[src/design/lsps_pkg.sv]
// Shared types and constants for the least-served process scheduler.
package lsps_pkg;

  // Field widths fixed by the interface.
  localparam int CMD_W         = 1;
  localparam int SLOT_W        = 4;
  localparam int ARRIVAL_W     = 16;
  localparam int SLICES_W      = 16;
  localparam int SERVED_W      = 16;
  localparam int SLICE_LEN_W   = 8;
  localparam int SLICE_START_W = 16;

  // Defaults for the top-level parameters.
  localparam int MAX_PROCESSES_DEF = 16;
  localparam int TIME_WIDTH_DEF    = 16;

  // Reset value of the slice length register.
  localparam logic [SLICE_LEN_W-1:0] SLICE_LEN_RST = SLICE_LEN_W'(1);

  // Request command codes.
  localparam logic [CMD_W-1:0] CMD_ADD  = 1'b0;
  localparam logic [CMD_W-1:0] CMD_TICK = 1'b1;

  // One process entry as held in the table memory.
  typedef struct packed {
    logic [ARRIVAL_W-1:0] arrival;
    logic [SLICES_W-1:0]  remaining;
    logic [SERVED_W-1:0]  served;
  } entry_t;

  localparam int ENTRY_W = $bits(entry_t);

  // Sequencer states.
  typedef enum logic [1:0] {
    ST_IDLE,
    ST_SCAN,
    ST_LAST,
    ST_FINISH
  } state_t;

endpackage

[src/design/lsps_ram.sv]
// Generic single-write, single-read RAM with registered read data.
module lsps_ram #(
  parameter int WIDTH = lsps_pkg::ENTRY_W,
  parameter int DEPTH = lsps_pkg::MAX_PROCESSES_DEF
) (
  input  logic                     clk,
  input  logic                     wr_en,
  input  logic [$clog2(DEPTH)-1:0] wr_addr,
  input  logic [WIDTH-1:0]         wr_data,
  input  logic [$clog2(DEPTH)-1:0] rd_addr,
  output logic [WIDTH-1:0]         rd_data
);

  logic [WIDTH-1:0] mem_r [DEPTH];
  logic [WIDTH-1:0] rd_data_r;

  // Write port and registered read port.
  always_ff @(posedge clk) begin
    if (wr_en) begin
      mem_r[wr_addr] <= wr_data;
    end
    rd_data_r <= mem_r[rd_addr];
  end

  assign rd_data = rd_data_r;

endmodule

[src/design/least_served_process_scheduler_top.sv]
// Top level of the least-served process scheduler with its scan sequencer.
//
//  Channel | Direction | Handshake            | Payload
//  --------+-----------+----------------------+-----------------------------------------
//  cfg     | in        | cfg_wr_en            | cfg_wr_data (slice length)
//  in      | in        | in_valid / in_stall  | command, slot, arrival_time, service_slices
//  out     | out       | out_valid / out_stall| granted, granted_slot, finished, slice_start
//
// An add request is accepted in the idle state. A tick request scans the table from its
// accept, one entry per scan step through the single memory read port, then passes the
// last-compare state and the finish state, which writes back the grant and loads the result,
// and returns to the idle state that takes the next request.
// Reset (rst_n, synchronous, active low) clears the valid bits, time and control state.
// A stalled result holds in the output register; add requests are still taken meanwhile,
// and a finished tick waits in its last state until the output register frees.
module least_served_process_scheduler_top #(
  parameter int MAX_PROCESSES = lsps_pkg::MAX_PROCESSES_DEF,
  parameter int TIME_WIDTH    = lsps_pkg::TIME_WIDTH_DEF
) (
  input  logic                                 clk,
  input  logic                                 rst_n,
  // Configuration port
  input  logic                                 cfg_wr_en,
  input  logic [lsps_pkg::SLICE_LEN_W-1:0]     cfg_wr_data,
  // Request channel
  input  logic                                 in_valid,
  output logic                                 in_stall,
  input  logic [lsps_pkg::CMD_W-1:0]           in_command,
  input  logic [lsps_pkg::SLOT_W-1:0]          in_slot,
  input  logic [lsps_pkg::ARRIVAL_W-1:0]       in_arrival_time,
  input  logic [lsps_pkg::SLICES_W-1:0]        in_service_slices,
  // Result channel
  output logic                                 out_valid,
  input  logic                                 out_stall,
  output logic                                 out_granted,
  output logic [lsps_pkg::SLOT_W-1:0]          out_granted_slot,
  output logic                                 out_finished,
  output logic [lsps_pkg::SLICE_START_W-1:0]   out_slice_start
);

  localparam int IDX_W    = $clog2(MAX_PROCESSES);
  localparam int TS_W     = TIME_WIDTH + 1;
  localparam int CMP_W    = (TIME_WIDTH > lsps_pkg::ARRIVAL_W) ? TIME_WIDTH
                                                                : lsps_pkg::ARRIVAL_W;
  localparam logic [IDX_W-1:0] LAST_IDX = IDX_W'(MAX_PROCESSES - 1);
  localparam logic [lsps_pkg::SLICE_START_W-1:0] START_MAX = '1;
  localparam logic [lsps_pkg::SERVED_W-1:0]      SERVED_MAX = '1;
  localparam logic [TIME_WIDTH-1:0]              TIME_MAX = '1;

  lsps_pkg::state_t state_r, state_nxt;

  logic [lsps_pkg::SLICE_LEN_W-1:0] slice_len_r;
  logic [TIME_WIDTH-1:0]            cur_time_r;
  logic [MAX_PROCESSES-1:0]         valid_r;

  logic [IDX_W-1:0]                 addr_r;
  logic                             cmp_vld_r;
  logic [IDX_W-1:0]                 cmp_idx_r;
  logic                             vbit_r;

  logic                             best_found_r;
  logic [IDX_W-1:0]                 best_idx_r;
  lsps_pkg::entry_t                 best_ent_r;

  logic                             out_valid_r;
  logic                             out_granted_r;
  logic [lsps_pkg::SLOT_W-1:0]      out_granted_slot_r;
  logic                             out_finished_r;
  logic [lsps_pkg::SLICE_START_W-1:0] out_slice_start_r;

  logic                             in_accept;
  logic                             add_go;
  logic                             tick_go;
  logic                             slot_ok;
  logic                             fin_go;
  logic                             scan_en;

  logic                             ram_we;
  logic [IDX_W-1:0]                 ram_waddr;
  lsps_pkg::entry_t                 ram_wdata;
  lsps_pkg::entry_t                 ram_rdata;

  lsps_pkg::entry_t                 add_ent;
  lsps_pkg::entry_t                 grant_ent;
  logic                             eligible;
  logic                             better;
  logic [TS_W-1:0]                  time_sum;
  logic [TIME_WIDTH-1:0]            time_next;
  logic [CMP_W-1:0]                 time_ext;
  logic [lsps_pkg::SLICE_START_W-1:0] start_sat;

  // Request decode.
  assign in_accept = in_valid && !in_stall;
  assign slot_ok   = (32'(in_slot) < MAX_PROCESSES);
  assign add_go    = in_accept && (in_command == lsps_pkg::CMD_ADD) && slot_ok;
  assign tick_go   = in_accept && (in_command == lsps_pkg::CMD_TICK);

  // Next-state logic of the sequencer.
  always_comb begin
    state_nxt = state_r;
    unique case (state_r)
      lsps_pkg::ST_IDLE: begin
        if (tick_go) state_nxt = lsps_pkg::ST_SCAN;
      end
      lsps_pkg::ST_SCAN: begin
        if (addr_r == LAST_IDX) state_nxt = lsps_pkg::ST_LAST;
      end
      lsps_pkg::ST_LAST: begin
        state_nxt = lsps_pkg::ST_FINISH;
      end
      lsps_pkg::ST_FINISH: begin
        if (fin_go) state_nxt = lsps_pkg::ST_IDLE;
      end
      default: state_nxt = lsps_pkg::ST_IDLE;
    endcase
  end

  // Sequencer outputs.
  always_comb begin
    in_stall = 1'b1;
    scan_en  = 1'b0;
    fin_go   = 1'b0;
    unique case (state_r)
      lsps_pkg::ST_IDLE:   in_stall = 1'b0;
      lsps_pkg::ST_SCAN:   scan_en  = 1'b1;
      lsps_pkg::ST_LAST:   scan_en  = 1'b0;
      lsps_pkg::ST_FINISH: fin_go   = !out_valid_r || !out_stall;
      default:             in_stall = 1'b1;
    endcase
  end

  // Entries written by an add and by a grant.
  always_comb begin
    add_ent.arrival   = in_arrival_time;
    add_ent.remaining = in_service_slices;
    add_ent.served    = '0;
    grant_ent.arrival   = best_ent_r.arrival;
    grant_ent.remaining = best_ent_r.remaining - lsps_pkg::SLICES_W'(1);
    grant_ent.served    = (best_ent_r.served == SERVED_MAX) ? best_ent_r.served
                        : best_ent_r.served + lsps_pkg::SERVED_W'(1);
  end

  // Memory write port: adds in idle, the grant write-back when the tick finishes.
  assign ram_we    = add_go || (fin_go && best_found_r);
  assign ram_waddr = add_go ? IDX_W'(in_slot) : best_idx_r;
  assign ram_wdata = add_go ? add_ent : grant_ent;

  lsps_ram #(
    .WIDTH (lsps_pkg::ENTRY_W),
    .DEPTH (MAX_PROCESSES)
  ) u_entry_ram (
    .clk     (clk),
    .wr_en   (ram_we),
    .wr_addr (ram_waddr),
    .wr_data (ram_wdata),
    .rd_addr (addr_r),
    .rd_data (ram_rdata)
  );

  // Eligibility and least-served compare on the entry returned from memory.
  assign eligible = cmp_vld_r && vbit_r && (ram_rdata.remaining != '0) &&
                    (CMP_W'(ram_rdata.arrival) <= CMP_W'(cur_time_r));
  assign better   = eligible && (!best_found_r || (ram_rdata.served < best_ent_r.served));

  // Time advance with saturation, and the saturated slice start.
  assign time_sum  = TS_W'(cur_time_r) + TS_W'(slice_len_r);
  assign time_next = time_sum[TIME_WIDTH] ? TIME_MAX : time_sum[TIME_WIDTH-1:0];
  assign time_ext  = CMP_W'(cur_time_r);
  assign start_sat = (time_ext > CMP_W'(START_MAX)) ? START_MAX
                   : time_ext[lsps_pkg::SLICE_START_W-1:0];

  // Control registers.
  always_ff @(posedge clk) begin
    if (!rst_n) begin
      state_r      <= lsps_pkg::ST_IDLE;
      slice_len_r  <= lsps_pkg::SLICE_LEN_RST;
      cur_time_r   <= '0;
      valid_r      <= '0;
      addr_r       <= '0;
      cmp_vld_r    <= 1'b0;
      best_found_r <= 1'b0;
      out_valid_r  <= 1'b0;
    end else begin
      state_r   <= state_nxt;
      cmp_vld_r <= scan_en;
      if (cfg_wr_en) begin
        slice_len_r <= cfg_wr_data;
      end
      if (add_go) begin
        valid_r[IDX_W'(in_slot)] <= 1'b1;
      end
      if (tick_go) begin
        addr_r       <= '0;
        best_found_r <= 1'b0;
      end else begin
        if (scan_en && (addr_r != LAST_IDX)) begin
          addr_r <= addr_r + IDX_W'(1);
        end
        if (better) begin
          best_found_r <= 1'b1;
        end
      end
      if (fin_go) begin
        cur_time_r  <= time_next;
        out_valid_r <= 1'b1;
      end else if (!out_stall) begin
        out_valid_r <= 1'b0;
      end
    end
  end

  // Scan pipeline and result payload registers.
  always_ff @(posedge clk) begin
    cmp_idx_r <= addr_r;
    vbit_r    <= valid_r[addr_r];
    if (better) begin
      best_idx_r <= cmp_idx_r;
      best_ent_r <= ram_rdata;
    end
    if (fin_go) begin
      out_granted_r      <= best_found_r;
      out_granted_slot_r <= best_found_r ? lsps_pkg::SLOT_W'(best_idx_r) : '0;
      out_finished_r     <= best_found_r && (grant_ent.remaining == '0);
      out_slice_start_r  <= start_sat;
    end
  end

  assign out_valid        = out_valid_r;
  assign out_granted      = out_granted_r;
  assign out_granted_slot = out_granted_slot_r;
  assign out_finished     = out_finished_r;
  assign out_slice_start  = out_slice_start_r;

  // A finishing tick always leaves a result in the output register.
  assert property (@(posedge clk) disable iff (!rst_n)
    fin_go |=> out_valid_r)
    else $error("finished tick did not load a result");

  // An idle result carries no slot and no completion.
  assert property (@(posedge clk) disable iff (!rst_n)
    (out_valid_r && !out_granted_r) |-> (!out_finished_r && (out_granted_slot_r == '0)))
    else $error("idle result carries grant data");

  // Time never runs backwards outside reset.
  assert property (@(posedge clk) disable iff (!rst_n)
    1'b1 |=> (cur_time_r >= $past(cur_time_r)))
    else $error("current time decreased");

  // A chosen process is always a slot that has been loaded.
  assert property (@(posedge clk) disable iff (!rst_n)
    ((state_r == lsps_pkg::ST_FINISH) && best_found_r) |-> valid_r[best_idx_r])
    else $error("grant selected an unloaded slot");

  // Time only moves when a tick completes.
  assert property (@(posedge clk) disable iff (!rst_n)
    !fin_go |=> $stable(cur_time_r))
    else $error("current time changed outside a tick");

endmodule
[config.mk]
export PLATFORM = sky130hd
export DESIGN_NAME = least_served_process_scheduler_top
export DESIGN_NICKNAME = d
export VERILOG_FILES = /design/src/design/lsps_pkg.sv /design/src/design/lsps_ram.sv /design/src/design/least_served_process_scheduler_top.sv
export SDC_FILE = /design/constraint.sdc
export NUM_CORES = 1
export LEC_CHECK = 0
export ABC_CLOCK_PERIOD_IN_PS = 10850
export BUFFER_PORTS_ARGS = -buffer_cell sky130_fd_sc_hd__buf_2
export CORE_ASPECT_RATIO = 1.75
export CORE_MARGIN = 3
export CORE_UTILIZATION = 50
export DETAILED_ROUTE_END_ITERATION = 10
export PLACE_DENSITY = 0.66
export SLEW_MARGIN = 30
export SYNTH_ARGS = -nofsm -noshare
export SYNTH_HDL_FRONTEND = slang
export SYNTH_HIERARCHICAL = 1
export SYNTH_SLANG_ARGS = --single-unit
[constraint.sdc]
create_clock -name clk -period 10.85 [get_ports clk]
set_input_delay 3.255 -clock clk [delete_from_list [all_inputs] [get_ports clk]]
set_output_delay 3.255 -clock clk [all_outputs]
set_load 0.01 [all_outputs]
* Word level (Yosys, flattened, before mapping)
Memories as Yosys holds them, arrays and structs flattened. A register that Yosys moved wholly into a read port is not among the register bits.
Cells that the tools add are included.
** Operators by class
- Bitwise logic cells :: 3
- Equal/unequal tests :: 10
- Divide/modulo/power cells :: 0
- $lt $le $gt $ge :: 6
- Multiplexer cells :: 19
- Add/sub/neg operators :: 4
- Shift operators :: 0
- Reduce and logical (&&, ||, !) cells :: 22
- $mul :: 0
** Operators by type and width (number)
- 2-to-1 mux 48 bit :: 1
- 2-to-1 mux 16 bit :: 2
- adder 16 x 8 -> 17 bit :: 1
- adder 16 x 1 -> 16 bit (second input constant) :: 1
- equality test 16 bit (second input constant) :: 1
- > comparator 16 bit (second input constant) :: 1
- <= comparator 16 bit :: 1
- logical NOT 16 bit :: 1
- less-than comparator 16 bit :: 1
- OR 16 bit :: 1
- nonzero test 16 bit :: 1
- subtractor 16 x 1 -> 16 bit (second input constant) :: 1
- logical AND 1 bit :: 11
- less-than comparator 4 x 5 -> 1 bit (second input constant) :: 2
- 2-to-1 mux 1 bit :: 9
- case mux 2 bit (4 select lines) :: 1
- 2-to-1 mux 2 bit :: 3
- != test 2 bit (second input constant) :: 3
- adder 4 x 1 -> 4 bit (second input constant) :: 1
- binary-select mux 1 bit (select 4 bit) :: 1
- demux 1 bit (select 4 bit) :: 1
- equality test 2 bit (second input constant) :: 2
- equality test 4 bit (second input constant) :: 1
- >= comparator 4 x 1 -> 1 bit (second input constant) :: 1
- 10 further kinds :: 15
** Storage, ports and cells
- Output and inout bits :: 24
- Memories kept :: 1
- Register bits :: 128
- Memory bits (writable) :: 768
- Bits in read-only memories :: 0
- Bits in latches :: 0
** Memories
- u_entry_ram.mem_r :: depth 16, bits a word 48, read ports 1, clocked after memory_dff 1, write ports 1, RTL line lsps_ram.sv:14 : logic [WIDTH-1:0] mem_r [DEPTH];

* Logic depth before layout (Yosys ltp)
- Depth in word-level cells :: 7
- Mapped depth :: 10

* Hierarchy
Netlist, hierarchy kept.
** Modules (own cells, without submodules)
- lsps_ram :: cells each 1242, area an instance 29691.0 um^2, times used 1
- least_served_process_scheduler_top :: cells each 667, area an instance 6651.4 um^2, times used 1

* Least setup slack after synthesis
OpenSTA, ideal clock, no wires.
- Path kind :: in2reg
- From :: input in_valid
- To :: memory u_entry_ram/mem_r[0][0] (netlist bit) (enable)
- Path slack :: 2280 ps
- Data arrival time :: 8057 ps
- Stages :: 8
- Cell sequence :: nand2_1 or2_2 clkbuf_1 clkbuf_1 clkbuf_1 o21ai_0 or3b_2 nor3_1
** Between the ends
- Cells in the longest elaborated chain, start to end :: 5
** RTL lines
- start, declared :: RTL line least_served_process_scheduler_top.sv:26 : input logic in_valid,
- logical AND 1 bit :: RTL line least_served_process_scheduler_top.sv:93 : assign in_accept = in_valid && !in_stall;
- logical AND 1 bit :: RTL line least_served_process_scheduler_top.sv:95 : assign add_go = in_accept && (in_command == lsps_pkg::CMD_ADD) && slot_ok;
- logical OR 1 bit :: RTL line least_served_process_scheduler_top.sv:144 : assign ram_we = add_go || (fin_go && best_found_r);
- named net ram_we :: RTL line least_served_process_scheduler_top.sv:78 : logic ram_we;
- 2-to-1 mux 1 bit :: RTL line lsps_ram.sv:19 : if (wr_en) begin
- 2-to-1 mux 1 bit (implied by the code) :: RTL line lsps_ram.sv:20 : mem_r[wr_addr] <= wr_data;
- end, declared :: RTL line lsps_ram.sv:14
The timed path passes the listed nets, and every way through them passes these cells.

* Worst setup path after layout
- From :: input in_valid
- To :: memory u_entry_ram/mem_r[6][31] (netlist bit) (enable)
** RTL lines
- logical AND 1 bit :: RTL line least_served_process_scheduler_top.sv:93
- logical AND 1 bit :: RTL line least_served_process_scheduler_top.sv:95
- 2-to-1 mux 4 bit :: RTL line least_served_process_scheduler_top.sv:145 : assign ram_waddr = add_go ? IDX_W'(in_slot) : best_idx_r;
- named net ram_waddr[1] :: RTL line least_served_process_scheduler_top.sv:79 : logic [IDX_W-1:0] ram_waddr;
The timed path passes the listed nets, and every way through them passes these cells.

==> impl_metrics.env <==
export IMPL_ys_types=56
export IMPL_syn_instance_count=1909
export IMPL_ys_flop_type="edfxtp_1"
export IMPL_n_fill_cell=5313
export IMPL_final_core_util_pct=56.6
export IMPL_dr_pass1_iters=5
export IMPL_synth_commonest_cells="edfxtp_1, mux4_2, nand2_1, dfxtp_1, a22oi_1"
export IMPL_maxCapViolCount=0
export IMPL_yosysTopAreaCell="edfxtp_1"
export IMPL_finClkSkew_ns=0.0184
export IMPL_p_total_w=0.00838
export IMPL_r2r_start="state_r[0]$_SDFFE_PN0P_"
export IMPL_cts_htree_levels=3
export IMPL_hp_class="reg -> reg"
export IMPL_synth_async_sr_flop_share_pct=0
export IMPL_yosysWarnings=6
export IMPL_placementRows=130
export IMPL_drtAntennaViolNets=0
export IMPL_post_place_ws_ns=4.05
export IMPL_grt_max_degree=147
export IMPL_nets=2115
export IMPL_cts_setup_buffers=0
export IMPL_yosysSeqAreaShare_pct=75.2
export IMPL_grtUsageTotal_pct=21.7
export IMPL_crit_type="in -> reg"
export IMPL_grt_pass1_vias=19300
export IMPL_io_buffers=73
export IMPL_synth_seq_cells=944
export IMPL_worstSetupStartpointType="input port"
export IMPL_clk_path_buf_depth=3
export IMPL_routedWlPerCell_um=27.1
export IMPL_synth_area_um2=36300
export IMPL_fin_crit_sh_pct=57.7
export IMPL_place_hpwl_mm=47.4
export IMPL_outcome="finished clean"
export IMPL_rsz0062_at_grt="no"
export IMPL_place_congestion=0.865
export IMPL_slew_headroom_pct=33.0
export IMPL_io_pins=74
export IMPL_arrival_ns=6.52
export IMPL_cts_tree="done"
export IMPL_start_util_pct=50.5
export IMPL_pwr_density_cell_nw_per_um2=206
export IMPL_cp_data_required_time_ns=11.11
export IMPL_cts_buffers_inserted=80
export IMPL_leakage_nw=13.1
export IMPL_ir_worst_vdd_mv=0.155
export IMPL_syn_avg_cell_area_um2=19.0
export IMPL_cts_hold_buf=0
export IMPL_clk_root_buffer_cell="clkbuf_16"
export IMPL_hold_viol=0
export IMPL_drc=0
export IMPL_die_x_um=210
export IMPL_routed_wl_mm=81.7
export IMPL_setup_worst_path_end_class="register"
export IMPL_grt_overflow=0
export IMPL_min_period_ns=6.26
export IMPL_synth_area_leaders="edfxtp_1, mux4_2, dfxtp_1"
export IMPL_critPathLaunch="in_valid"
export IMPL_cp_max_fo=60
export IMPL_synth_top_area_share_pct=69.6
export IMPL_cts_clk_slew_worst_paths_ns=0.07
export IMPL_core_area_um2=71900
export IMPL_min_from="cmp_idx_r[0]$_DFF_P_"
export IMPL_area_growth_synth_to_final_pct=11.9
export IMPL_cts_sinks=944
export IMPL_antenna_found_initial=1
export IMPL_finalSetupViolations=0
export IMPL_synth_most_common_cell="edfxtp_1"
export IMPL_tns_ns=0
export IMPL_clkLatencyLatePin_ns=0.61
export IMPL_worstMarginPinSlew_ns=1.00
export IMPL_final_setup_worst_slack_ns=4.59
export IMPL_cts_resized=0
export IMPL_die_h_um=363
export IMPL_max_freq_mhz=160
export IMPL_fp_dieArea_um2=76100
export IMPL_final_layout_size_suffix_gt1_share_pct=23.0
export IMPL_grt_pass1_wl_mm=123
export IMPL_synth_edf_count=842
export IMPL_slew_violations=0
export IMPL_avgViaCountPerCell=6.08
export IMPL_post_place_cells=2858
export IMPL_drt_iter0_markers=1562
export IMPL_dr_total_vias=18300
export IMPL_layoutNonFillerInstCount=3009
export IMPL_syn_nets=2008
routing by layer:
layer  vias up  global-route usage (%)  routed length, um  share of wire (%)
met5         -                       0                  0                  0
met4         0                    7.08               2260                2.8
met3       128                    3.38               5090                6.2
met2       644                    38.6              43500                 53
met1      9600                    27.4              30800                 38
li1       7912                       -                  -                  -
cells in the final DEF (no fill, tap or decap), drive strengths merged, types with 12 or more instances in the layout:
cell type	count
a21oi	39
a22oi	96
buf	111
clkbuf	103
clkinv	33
dfxtp	102
edfxtp	842
ha	48
inv	43
mux4	197
nand2	144
nand3	12
nand4	16
nor2	80
nor3	20
o21ai	23
xnor2	24
cell families (layout without fill, tap and decap cells):
logic type      count (synthesis)  count (layout)  synth area share [%]
other cells                     0               3                     0
mux                           210             210                  12.6
fa+ha+maj                      49              49                  1.71
simple gates                  332             332                  4.16
xor+xnor                       35              35                 0.843
buf+inv                       127             300                  1.54
flops                         944             944                  75.2
compound gates                212             212                  3.99
power by group:
| part | internal [W] | switching, W |
|---|---|---|
| clock network | 0.00161 | 0.00125 |
| registers | 0.00421 | 0.000103 |
| logic | 0.000548 | 0.000652 |
| total | 0.00637 | 0.00201 |
stage by stage:
step | area, um2 | hold slack, ns
final | 40700 | 0.412
after global routing | 40700 | 0.412
after CTS | 40600 | 0.408
after detailed placement | 38000 | 0.389
after global placement | 37900 | 0.386
after floorplan | 36300 | 0.366
state kept, by name, indices dropped and copies added (netlist names):
name and count:
u_entry_ram/mem_r 768, best_ent_r 48, u_entry_ram/rd_data 48, cur_time_r 16, out_slice_start 16, valid_r 16, slice_len_r 8, addr_r 4
best_idx_r 4, cmp_idx_r 4, out_granted_slot 4, state_r 2, best_found_r 1, cmp_vld_r 1, out_finished 1, out_granted 1
out_valid 1, vbit_r 1
critical path, stage by stage:
cell and delay, ns:
buf_2 0.11, nand2_1 0.10, nor2_4 0.09, buf_4 0.74, nand2_1 0.13, nand2_1 0.31
nand2b_1 0.32, nor2_4 0.85, buf_4 0.53
path summary, 6_finish.rpt:
kind	endpoint	slack, ns	cells past startpoint
setup reg to reg	u_entry_ram/mem_r[6][31]$_DFFE_PP_	6.63	10
hold / removal	best_idx_r[0]$_DFFE_PP_	0.41	0
hold reg to reg	best_idx_r[0]$_DFFE_PP_	0.41	0
setup / recovery	u_entry_ram/mem_r[6][31]$_DFFE_PP_	4.59	9
final cells by class:
cell class              count  area (um2)  share of cell area, %
diodes                      3        7.51                 0.0185
clock buffers             103        2210                   5.44
clock inverters            45         404                  0.994
inverters                  41         154                  0.379
well taps                 924        1160                   2.84
multi-input cells         838        8670                   21.3
repair buffers            111         719                   1.77
flip-flops and latches    944       27300                   67.2
(Power assumes the default switching activity.)
